File: config.mk
export PLATFORM = sky130hd
export DESIGN_NAME = ordered_list_append_remove_unit
export DESIGN_NICKNAME = d
export VERILOG_FILES = /design/src/design/olar_pkg.sv /design/src/design/ordered_list_append_remove_unit.sv /design/src/design/olar_cell.sv
export SDC_FILE = /design/constraint.sdc
export NUM_CORES = 1
export LEC_CHECK = 0
export BUFFER_PORTS_ARGS = -buffer_cell sky130_fd_sc_hd__buf_2
export CAP_MARGIN = 20
export CORE_MARGIN = 4
export CORE_UTILIZATION = 53
export CTS_CLUSTER_DIAMETER = 120
export DETAILED_ROUTE_END_ITERATION = 10
export GPL_TIMING_DRIVEN = 1
export PLACE_DENSITY_LB_ADDON = 0.25
export SLEW_MARGIN = 20
export SYNTH_ARGS = -nofsm -noshare
export SYNTH_HDL_FRONTEND = slang
export SYNTH_HIERARCHICAL = 1
export SYNTH_SLANG_ARGS = --single-unit
File: constraint.sdc
create_clock -name clk -period 6.6 [get_ports clk]
set_input_delay 1.32 -clock clk [delete_from_list [all_inputs] [get_ports clk]]
set_output_delay 1.32 -clock clk [all_outputs]
set_load 0.01 [all_outputs]
File: src/design/olar_pkg.sv
`default_nettype none

package olar_pkg;

    localparam int LIST_DEPTH_DEFAULT = 16;
    localparam int VALUE_W = 32;
    localparam int COUNT_OUT_W = 5;

    localparam logic KIND_APPEND = 1'b0;
    localparam logic KIND_REMOVE = 1'b1;

    typedef struct packed {
        logic                      kind;
        logic signed [VALUE_W-1:0] value;
    } in_t;

    typedef struct packed {
        logic                   matched;
        logic                   overflow;
        logic [COUNT_OUT_W-1:0] entry_count;
    } out_t;

    // Per-beat control broadcast to every cell of the row.
    typedef struct packed {
        logic load;
        logic remove;
    } cell_ctl_t;

endpackage

`default_nettype wire

File: src/design/ordered_list_append_remove_unit.sv
`default_nettype none

// Channel | Direction | Handshake          | Beat
// --------+-----------+--------------------+----------------------------
// in      | input     | in_valid/in_ready  | in_data  (kind, value)
// out     | output    | out_valid/out_ready| out_data (matched, overflow,
//         |           |                    |           entry_count)
//
// One beat is taken per cycle while in_ready is high: every cell compares
// against the key at once, and the match ripples down the row of cells so the
// list compacts in the same cycle. The result appears the cycle after the beat.
// in_ready stays high while the output register is empty or being drained.
// rst_n clears the fill count and the output valid; cell contents are not reset.
module ordered_list_append_remove_unit #(
    parameter int LIST_DEPTH = olar_pkg::LIST_DEPTH_DEFAULT
) (
    input  wire            clk,
    input  wire            rst_n,
    input  wire            in_valid,
    output logic           in_ready,
    input  olar_pkg::in_t  in_data,
    output logic           out_valid,
    input  wire            out_ready,
    output olar_pkg::out_t out_data
);
    import olar_pkg::*;

    localparam int CNT_W = $clog2(LIST_DEPTH + 1);
    localparam logic [CNT_W-1:0] FULL_COUNT = CNT_W'(LIST_DEPTH);

    logic [CNT_W-1:0]          count_reg;
    logic [CNT_W-1:0]          count_next;
    logic                      out_valid_reg;
    logic                      out_valid_next;
    out_t                      out_data_reg;
    out_t                      out_data_next;
    logic                      accept;
    logic                      full;
    logic                      is_remove;
    cell_ctl_t                 ctl;
    logic                      hits [LIST_DEPTH+1];
    logic signed [VALUE_W-1:0] values [LIST_DEPTH+1];
    logic [CNT_W+COUNT_OUT_W-1:0] count_wide;

    assign in_ready   = !out_valid_reg || out_ready;
    assign accept     = in_valid && in_ready;
    assign full       = count_reg == FULL_COUNT;
    assign is_remove  = in_data.kind == KIND_REMOVE;
    assign ctl.load   = accept;
    assign ctl.remove = is_remove;
    assign hits[0]    = 1'b0;
    // The last cell never needs a real neighbor: after a removal it drops
    // out of the occupied range.
    assign values[LIST_DEPTH] = values[LIST_DEPTH-1];

    genvar g;
    generate
        for (g = 0; g < LIST_DEPTH; g++)
        begin : g_cell
            olar_cell #(
                .LIST_DEPTH (LIST_DEPTH),
                .INDEX      (g),
                .CNT_W      (CNT_W)
            ) u_cell (
                .clk        (clk),
                .ctl        (ctl),
                .count      (count_reg),
                .key        (in_data.value),
                .hit_in     (hits[g]),
                .next_value (values[g+1]),
                .hit_out    (hits[g+1]),
                .value      (values[g])
            );
        end
    endgenerate

    always_comb
    begin
        count_next     = count_reg;
        out_valid_next = out_valid_reg && !out_ready;
        out_data_next  = out_data_reg;
        if (accept)
        begin
            out_valid_next = 1'b1;
            out_data_next.matched  = 1'b0;
            out_data_next.overflow = 1'b0;
            if (is_remove)
            begin
                if (hits[LIST_DEPTH])
                begin
                    count_next = count_reg - 1'b1;
                    out_data_next.matched = 1'b1;
                end
            end
            else if (full)
            begin
                out_data_next.overflow = 1'b1;
            end
            else
            begin
                count_next = count_reg + 1'b1;
            end
        end
        count_wide = {{COUNT_OUT_W{1'b0}}, count_next};
        if (accept)
        begin
            out_data_next.entry_count = count_wide[COUNT_OUT_W-1:0];
        end
    end

    always_ff @(posedge clk or negedge rst_n)
    begin
        if (!rst_n)
        begin
            count_reg     <= '0;
            out_valid_reg <= 1'b0;
        end
        else
        begin
            count_reg     <= count_next;
            out_valid_reg <= out_valid_next;
        end
    end

    always_ff @(posedge clk)
    begin
        out_data_reg <= out_data_next;
    end

    assign out_valid = out_valid_reg;
    assign out_data  = out_data_reg;

    a_count_bound: assert property (@(posedge clk) disable iff (!rst_n)
        count_reg <= FULL_COUNT)
        else $error("fill count exceeds list depth");

    a_flags_exclusive: assert property (@(posedge clk) disable iff (!rst_n)
        out_valid_reg |-> !(out_data_reg.matched && out_data_reg.overflow))
        else $error("matched and overflow both set");

    a_append_grows: assert property (@(posedge clk) disable iff (!rst_n)
        (accept && !is_remove && !full) |=> count_reg == $past(count_reg) + 1'b1)
        else $error("append did not grow the list");

    a_remove_miss_keeps: assert property (@(posedge clk) disable iff (!rst_n)
        (accept && is_remove && !hits[LIST_DEPTH]) |=> $stable(count_reg))
        else $error("missed remove changed the count");

    a_result_follows_beat: assert property (@(posedge clk) disable iff (!rst_n)
        $rose(out_valid_reg) |-> $past(accept))
        else $error("result without an input beat");

endmodule

`default_nettype wire

File: src/design/olar_cell.sv
`default_nettype none

module olar_cell #(
    parameter int LIST_DEPTH = olar_pkg::LIST_DEPTH_DEFAULT,
    parameter int INDEX = 0,
    parameter int CNT_W = $clog2(LIST_DEPTH + 1)
) (
    input  wire                                 clk,
    input  olar_pkg::cell_ctl_t                 ctl,
    input  wire [CNT_W-1:0]                     count,
    input  wire signed [olar_pkg::VALUE_W-1:0]  key,
    input  wire                                 hit_in,
    input  wire signed [olar_pkg::VALUE_W-1:0]  next_value,
    output logic                                hit_out,
    output logic signed [olar_pkg::VALUE_W-1:0] value
);
    import olar_pkg::*;

    localparam logic [CNT_W-1:0] MY_INDEX = CNT_W'(INDEX);

    logic signed [VALUE_W-1:0] value_reg;
    logic signed [VALUE_W-1:0] value_next;
    logic                      occupied;
    logic                      hit_here;

    assign occupied = MY_INDEX < count;
    assign hit_here = occupied && (value_reg == key);
    // Once a match has been seen at or before this cell, every cell from
    // here on pulls its neighbor's value on a remove to close the gap.
    assign hit_out  = hit_in | hit_here;
    assign value    = value_reg;

    always_comb
    begin
        value_next = value_reg;
        if (ctl.load)
        begin
            if (ctl.remove)
            begin
                if (hit_out)
                begin
                    value_next = next_value;
                end
            end
            else if (MY_INDEX == count)
            begin
                value_next = key;
            end
        end
    end

    always_ff @(posedge clk)
    begin
        value_reg <= value_next;
    end

endmodule

`default_nettype wire

== Word-level counts from Yosys, hierarchy flattened ==
Index checks and enable logic that the tools add are counted.
W data, S select, Z words.

* Reductions and logical operators: 53
* Add/subtract/negate cells: 2
* Magnitude comparators: 16
* Multiplexer cells: 52
* Bitwise logic cells: 16
* Equal/unequal tests: 47

{| class="wikitable"
|+ Operator list
! operator !! count
|-
| $mux W32 || 45
|-
| $eq A32 B32 Y1 || 16
|-
| $reduce_and A3 Y1 || 16
|-
| $eq A4 B5 Y1 const A || 8
|-
| $lt A4 B5 Y1 const A || 8
|-
| $ne A2 B1 Y1 const B || 15
|-
| $reduce_bool A2 Y1 || 15
|-
| $eq A3 B5 Y1 const A || 4
|-
| $lt A3 B5 Y1 const A || 4
|-
| $mux W5 || 4
|-
| $logic_and A1 B1 Y1 || 18
|-
| $or A1 B1 Y1 || 15
|-
| $eq A2 B5 Y1 const A || 2
|-
| $lt A1 B5 Y1 const A || 2
|-
| $lt A2 B5 Y1 const A || 2
|-
| $add A5 B1 Y5 const B || 1
|-
| $eq A1 B5 Y1 const A || 1
|-
| $eq A5 B5 Y1 const B || 1
|-
| $logic_not A5 Y1 || 1
|-
| $sub A5 B1 Y5 const B || 1
|-
| $mux W1 || 3
|-
| $logic_not A1 Y1 || 2
|-
| $logic_or A1 B1 Y1 || 1
|-
| $not A1 Y1 || 1
|}

* Logic and storage cells: 207
* Output and inout bits: 9
* Bits in registers: 525

== Longest topological paths before layout ==
Gate-level depths: netlist of run 1.

* Depth after elaboration: 20
* Gate-level depth with buffers: 24
* Gate-level depth less buffers: 24

== Cells and area by module ==
The synthesis of run 1 kept the hierarchy.

{| class="wikitable"
|+ By module, submodules not included
! module !! instances !! area an instance (um^2) !! cells each
|-
| olar_cell at g_cell[2].u_cell || 1 || 1775.5 || 120
|-
| olar_cell at g_cell[1].u_cell || 1 || 1764.2 || 129
|-
| olar_cell at g_cell[14].u_cell || 1 || 1757.9 || 127
|-
| olar_cell at g_cell[4].u_cell || 1 || 1756.7 || 119
|-
| olar_cell at g_cell[3].u_cell || 1 || 1754.2 || 119
|-
| olar_cell at g_cell[9].u_cell || 1 || 1750.4 || 120
|-
| olar_cell at g_cell[12].u_cell || 1 || 1747.9 || 120
|-
| olar_cell at g_cell[8].u_cell || 1 || 1744.2 || 121
|-
| olar_cell at g_cell[10].u_cell || 1 || 1741.7 || 121
|-
| olar_cell at g_cell[0].u_cell || 1 || 1739.2 || 119
|-
| olar_cell at g_cell[5].u_cell || 1 || 1739.2 || 121
|-
| olar_cell at g_cell[6].u_cell || 1 || 1737.9 || 120
|-
| olar_cell at g_cell[13].u_cell || 1 || 1734.2 || 118
|-
| olar_cell at g_cell[11].u_cell || 1 || 1732.9 || 118
|-
| +3 rows || -- || -- || --
|}

== Worst setup path after synthesis of run 1 ==
Ideal clock, no wire load.

* Path type: input-to-reg
* Start point: input in_data[6] (netlist bit)
* End point: register g_cell[15].u_cell.value_reg[0], enable pin
* Data required time: 6.095 ns
* Stages on the path: 23
* Setup slack: 0.936 ns
* Arrival time: 5.159 ns
* Library setup time: 0.505 ns
* Path through: xnor2_1 > nand4_1 > nor4_1 > nand4_1 > nand2b_1 > o21bai_1 > nand2b_1 > or2_1 > a21o_2 > or2b_1 > or2b_1 > or2b_1 > o21bai_1 > a21o_2 > or2b_1 > o21bai_1 > nand2b_1 > or2b_1 > o21bai_1 > nand2_1 > o31ai_1 > nand2_1 > o21ai_1

{| class="wikitable"
|+ RTL lines
! element !! RTL line !! text
|-
| start, declared || ordered_list_append_remove_unit.sv:21 || <nowiki>input olar_pkg::in_t in_data,</nowiki>
|-
| end signal, assigned || olar_cell.sv:54 || <nowiki>value_reg <= value_next;</nowiki>
|-
| end, declared || olar_cell.sv:21 || <nowiki>logic signed [VALUE_W-1:0] value_reg;</nowiki>
|}

==> results of run 1 <==
cell families after synthesis:
family                     count (synthesis)  share of synthesized area, %
xor gates and xnor gates                 505                          15.5
and+or+nand+nor                          289                          6.13
other                                      1                        0.0131
muxes                                    506                          19.9
DFF                                      525                          55.1
adders and majority gates                  2                        0.0876
AOI/OAI and AO/OA                         76                          1.85
buffers and inverters                     80                          1.39
metal layers:
metal	routed length, um	up-vias
met4	4030	0
li1	-	7803
met5	0	-
met3	6140	171
met2	37800	753
met1	33200	8939
layout by cell type (no fill, tap or decap), drive strengths merged, types with 4 or more instances in the layout:
| master | Yosys | routed |
|---|---|---|
| a22oi | 5 | 5 |
| nand2 | 59 | 59 |
| buf | 55 | 136 |
| clkbuf | 11 | 72 |
| or4 | 6 | 6 |
| o21ai | 30 | 30 |
| nor3 | 16 | 16 |
| a21oi | 5 | 5 |
| edfxtp | 519 | 519 |
| xor2 | 191 | 191 |
| nor2 | 13 | 13 |
| o21bai | 4 | 4 |
| mux2 | 506 | 506 |
| o31ai | 6 | 6 |
| nand3 | 13 | 13 |
| nor4b | 4 | 4 |
| or2b | 6 | 6 |
| nand4 | 93 | 93 |
| dfrtp | 6 | 6 |
| o22ai | 7 | 7 |
| nor4 | 61 | 61 |
| and2 | 6 | 6 |
| inv | 12 | 13 |
| xnor2 | 314 | 314 |
| nand2b | 6 | 6 |
| bufinv | 0 | 10 |
| clkinv | 2 | 22 |
power by group through the flow:
stage / registers [mW] / logic [mW] / clock network [mW]
2_1_floorplan: 4.11 / 0.722 / 0
3_3_place_gp: 4.06 / 1.31 / 0
3_5_place_dp: 4.06 / 1.33 / 0
4_1_cts: 3.99 / 1.34 / 3.46
5_1_grt: 4.00 / 1.43 / 3.59
6_report: 4.00 / 1.35 / 3.41
cell type report:
| type | count | area, um2 | share of cell area, % |
|---|---|---|---|
| Antenna cell | 3 | 7.51 | 0.0234 |
| Timing Repair Buffer | 136 | 968 | 3.01 |
| Sequential cell | 525 | 15700 | 49.0 |
| Inverter | 14 | 55.1 | 0.171 |
| Multi-Input combinational cell | 1380 | 12500 | 39.0 |
| Clock buffer | 72 | 1560 | 4.84 |
| Tap cell | 688 | 861 | 2.68 |
| Clock inverter | 34 | 425 | 1.32 |
final timing paths:
kind	start	end
min in group clk	g_cell[1].u_cell/value[27]	g_cell[0].u_cell/value[27]
max	in_data[26]	out_data[4]
max in group asynchronous	rst_n	count_reg[4]
min reg2reg	g_cell[1].u_cell/value[27]	g_cell[0].u_cell/value[27]
max reg2reg	count_reg[4]	out_data[4]
min	rst_n	count_reg[0]
==> flow_metrics.env, run 1 <==
export IMPL_outcome="finished, final reports clean"
export IMPL_synthFlopType="edfxtp_1"
export IMPL_via_per_inst=6.19
export IMPL_critPathKind="in2reg"
export IMPL_ctsHoldBuffers=0
export IMPL_core_area_mm2=0.0530
export IMPL_worst_ep_arrival_time_ns=6.28
export IMPL_fin_crit_ns=5.92
export IMPL_gr_usage_met3_pct=5.65
export IMPL_dp_cells=2743
export IMPL_fmax_mhz=169
export IMPL_grt_use_met2_pct=43.9
export IMPL_finalCritPeriodShare_pct=89.8
export IMPL_ys_seq_area_share_pct=55.1
export IMPL_ir_drop_uv=200
export IMPL_cp_num_cells=24
export IMPL_wl_per_cell_um=28.5
export IMPL_synth_top_area_share_pct=54.6
export IMPL_grt_pass1_wl_mm=118
export IMPL_end_kind="flip-flop"
export IMPL_finClkSkew_ns=0.0303
export IMPL_power_switching_mw=2.29
export IMPL_vias=17700
export IMPL_dp_slack_ns=0.164
export IMPL_path_common_cell="or2b_1"
export IMPL_synth_top_cell_by_area="edfxtp_1"
export IMPL_rsz0062_at_grt="no"
export IMPL_final_antenna_net_count=0
export IMPL_internal_power_mw=6.46
export IMPL_fin_tns_setup_ns=0
export IMPL_slowest_stage="xor2_1"
export IMPL_cts_buffer_depth=3
export IMPL_crit_path_cell_trace="buf_2 > buf_4 > xor2_1 > nor4_1 > nand4_1 > o21bai_1 > nand2b_1 > or2_1 > a21o_2 > or2b_1 > or2b_1 > or2b_1 > o21bai_1 > a21o_2 > or2b_1 > o21bai_1 > nand2b_1 > or2b_1 > o21bai_1 > or2b_1 > and2_1 > nand3_1 > o22ai_2 > xor2_1"
export IMPL_yosysMostFrequentCell="edfxtp_1"
export IMPL_nNetsFinal=2153
export IMPL_timing_hold_ws_ns=0.514
export IMPL_pwr_share_seq_pct=45.6
export IMPL_grt_pass1_vias=17600
export IMPL_worst_slew_pin_slew_ns=1.15
export IMPL_dp_hpwl_mm=56.3
export IMPL_ys_ff_latch=525
export IMPL_gr_total_overflow=0
export IMPL_finalSetupViolCount=0
export IMPL_drive_above_1_share_pct=34.4
export IMPL_slew_viol_final=0
export IMPL_fin_cells=2852
export IMPL_hold_viol=0
export IMPL_cp_top_family="simple AND/OR/NAND/NOR gates"
export IMPL_grtUsageMet1_pct=37.2
export IMPL_grtUsageTotal_pct=27.8
export IMPL_die_x_um=240
export IMPL_power_total_mw=8.75
export IMPL_p_leak_nw=10.4
export IMPL_critical_path_max_stage_delay_ns=0.28
export IMPL_drtIter0Drc=1546
export IMPL_combPwrFrac_pct=15.4
export IMPL_start_util_pct=53.9
export IMPL_busiest_layer="met2"
export IMPL_synth_warnings=6
export IMPL_routabilityCongestion=0.921
export IMPL_worst_slack_ns=0.675
export IMPL_cts_tree="done"
export IMPL_first_pass_iters=6
export IMPL_largest_register_ffs=512
export IMPL_yosysUniqueCellTypes=63
export IMPL_cts_root_buffer="clkbuf_16"
export IMPL_synthTopCellsByArea="edfxtp_1 55%, mux2_2 19%, xnor2_1 9.6%"
export IMPL_worst_setup_path_start_kind="input port"
export IMPL_p_clk_share_pct=38.9
export IMPL_async_flop_share_pct=1.14
export IMPL_relSlewSlack_pct=22.3
export IMPL_dieArea_mm2=0.0577
export IMPL_antenna_found_initial=8
export IMPL_cts_buffers=57
export IMPL_p_sw_share_pct=26.2
export IMPL_clkTransAtPathRegs_ns=0.07
export IMPL_grt_max_degree=160
export IMPL_drv_cap=0
export IMPL_cts_resized=0
export IMPL_drc=0
export IMPL_rr_worst_depth=24
export IMPL_required_ns=6.96
export IMPL_clk_latency_ns=0.63
export IMPL_synth_cell_area_mm2=0.0286
export IMPL_rows=84
export IMPL_yosys_top_cells_count="519 x edfxtp_1, 477 x mux2_2, 313 x xnor2_1"
export IMPL_clock_sinks=525
export IMPL_worstPathMaxFanout=6
export IMPL_synth_edf_count=519
export IMPL_fin_util_pct=60.7
export IMPL_fill_cells=4094
export IMPL_postCtsSetupRepairBufs=0
export IMPL_syn_avg_cell_area_um2=14.4
export IMPL_r2r_slack_ns=0.87
export IMPL_power_density_mw_per_mm2=272
export IMPL_fin_area_mm2=0.0321
export IMPL_ctsHtreeMaxLevel=2
export IMPL_postSynthCellCount=1984
export IMPL_port_buffers=45
export IMPL_die_height_um=240
export IMPL_path_buf_inv=2
export IMPL_min_path_type="in2async"
export IMPL_area_growth_pct=12.5
export IMPL_routed_wl_mm=81.2
export IMPL_pin_count=46
export IMPL_place_area_mm2=0.0301
Note: power is estimated with default switching activity, not from simulation.
==> inputs of run 2 (changes only) <==
==> constraint.sdc (replaced) <==
create_clock -name clk -period 6.9 [get_ports clk]
set_input_delay 1.38 -clock clk [delete_from_list [all_inputs] [get_ports clk]]
set_output_delay 1.38 -clock clk [all_outputs]
set_load 0.01 [all_outputs]
==> flow_metrics.env, run 2 (same netlist as run 1, synthesis figures left out) <==
export IMPL_outcome="finished, final reports clean"
export IMPL_dp_hpwl_mm=56.0
export IMPL_cp_startpoint="count_reg[3]"
export IMPL_hold_viol=0
export IMPL_cp_top_family="simple AND/OR/NAND/NOR gates"
export IMPL_clk_latency_ns=0.62
export IMPL_routed_wl_mm=81.7
export IMPL_fmax_mhz=164
export IMPL_fin_crit_ns=6.10
export IMPL_vias=17600
export IMPL_fin_tns_setup_ns=0
export IMPL_drv_cap=0
export IMPL_die_x_um=240
export IMPL_critPathKind="reg2reg"
export IMPL_die_height_um=240
export IMPL_cts_buffers=57
export IMPL_finalSetupViolCount=0
export IMPL_port_buffers=45
export IMPL_rr_worst_depth=22
export IMPL_rsz0062_at_grt="no"
export IMPL_fin_util_pct=59.9
export IMPL_required_ns=7.24
export IMPL_first_pass_iters=5
export IMPL_cts_buffer_depth=3
export IMPL_grt_pass1_wl_mm=119
export IMPL_area_growth_pct=11.2
export IMPL_gr_total_overflow=0
export IMPL_clock_sinks=525
export IMPL_cts_root_buffer="clkbuf_16"
export IMPL_worstPathMaxFanout=6
export IMPL_r2r_end="out_data[4]"
export IMPL_p_leak_nw=10.2
export IMPL_grt_max_degree=163
export IMPL_relSlewSlack_pct=24.5
export IMPL_critPathCapture="out_data[4]"
export IMPL_r2r_start="count_reg[3]"
export IMPL_ir_drop_uv=389
export IMPL_slew_viol_final=0
export IMPL_nNetsFinal=2131
export IMPL_largest_register_ffs=512
export IMPL_end_kind="flip-flop"
export IMPL_layout_commonest_cell="edfxtp_1"
export IMPL_cts_resized=0
export IMPL_worst_slew_pin_slew_ns=1.13
export IMPL_ctsHtreeMaxLevel=2
export IMPL_power_density_mw_per_mm2=254
export IMPL_min_path_type="in2async"
export IMPL_finalCritPeriodShare_pct=88.4
export IMPL_final_antenna_net_count=0
export IMPL_crit_path_cell_trace="nor4_2 > nor4_1 > nand4_1 > o21bai_1 > nand2b_1 > or2_1 > a21o_2 > or2b_1 > or2b_1 > or2b_1 > o21bai_1 > a21o_2 > or2b_1 > o21bai_1 > nand2b_1 > or2b_1 > o21bai_1 > or2b_1 > and2_1 > nand3_1 > o22ai_2 > xor2_1"
export IMPL_worst_ep_arrival_time_ns=6.44
export IMPL_wl_per_cell_um=28.9
export IMPL_drtIter0Drc=1603
export IMPL_clkTransAtPathRegs_ns=0.06
export IMPL_pin_count=46
export IMPL_core_area_mm2=0.0530
export IMPL_postCtsSetupRepairBufs=0
export IMPL_worst_setup_path_start_kind="flip-flop"
export IMPL_slowest_stage="nor4_2"
export IMPL_drc=0
export IMPL_via_per_inst=6.22
export IMPL_cp_num_cells=22
export IMPL_start_util_pct=53.9
export IMPL_path_common_cell="or2b_1"
export IMPL_critical_path_max_stage_delay_ns=0.98
export IMPL_drive_above_1_share_pct=33.4
export IMPL_routabilityCongestion=0.930
export IMPL_final_cell_mix="519 x edfxtp_1, 477 x mux2_2, 313 x xnor2_1"
export IMPL_dieArea_mm2=0.0577
export IMPL_cts_tree="done"
export IMPL_rows=84
export IMPL_antenna_found_initial=4
export IMPL_grtUsageTotal_pct=28.2
export IMPL_ctsHoldBuffers=0
export IMPL_path_buf_inv=0
export IMPL_grt_pass1_vias=17600
export IMPL_r2r_slack_ns=0.80
export IMPL_finClkSkew_ns=0.0280
run 2: final cells by class:
cell class	count	area [um2]
Sequential cell	525	15700
Multi-Input combinational cell	1380	12500
Clock inverter	34	297
Tap cell	688	861
Clock buffer	69	1490
Inverter	14	55.1
Antenna cell	2	5.00
Fill cell	4138	21200
Timing Repair Buffer	114	791
run 2: metal layers:
metal	vias to the layer above	global-route usage [%]	wire, um
met5	-	0	0
met4	0	13.8	4670
met3	195	4.71	5840
met2	767	44.7	37800
met1	8836	38.0	33400
li1	7766	-	-
run 2: stage by stage:
| step | worst slack, ns | total power [mW] | instance area [um2] | cells | hold WS (ns) |
|---|---|---|---|---|---|
| after detailed placement | 0.433 | 5.13 | 30000 | 2721 | 0.567 |
| final | 0.801 | 8.08 | 31800 | 2826 | 0.586 |
| after global placement | 0.401 | 5.11 | 30000 | 2721 | 0.565 |
| after floorplan | 1.18 | 4.62 | 28600 | 1985 | 0.547 |
| after global routing | 0.584 | 8.33 | 31800 | 2824 | 0.585 |
| after CTS | 0.894 | 8.10 | 31800 | 2824 | 0.565 |
run 2: worst min path at each step:
stage / start / end / slack [ns] / cells past startpoint
after global placement: g_cell[1].u_cell/value[22] / g_cell[0].u_cell/value[22] / 0.57 / 1
after global routing: rst_n / count_reg[2] / 0.58 / 1
after CTS: rst_n / count_reg[1] / 0.56 / 1
after floorplan: g_cell[2].u_cell/value[15] / g_cell[1].u_cell/value[15] / 0.55 / 2
final: rst_n / out_valid / 0.59 / 1
after detailed placement: g_cell[2].u_cell/value[9] / g_cell[1].u_cell/value[9] / 0.57 / 2
run 2: power by group:
part           total (mW)  switching (mW)  internal (mW)  leakage, nW
logic                1.26           0.770          0.485         4.57
registers            3.84           0.130           3.71         4.81
clock network        2.98            1.26           1.72        0.872
total                8.08            2.17           5.91         10.2
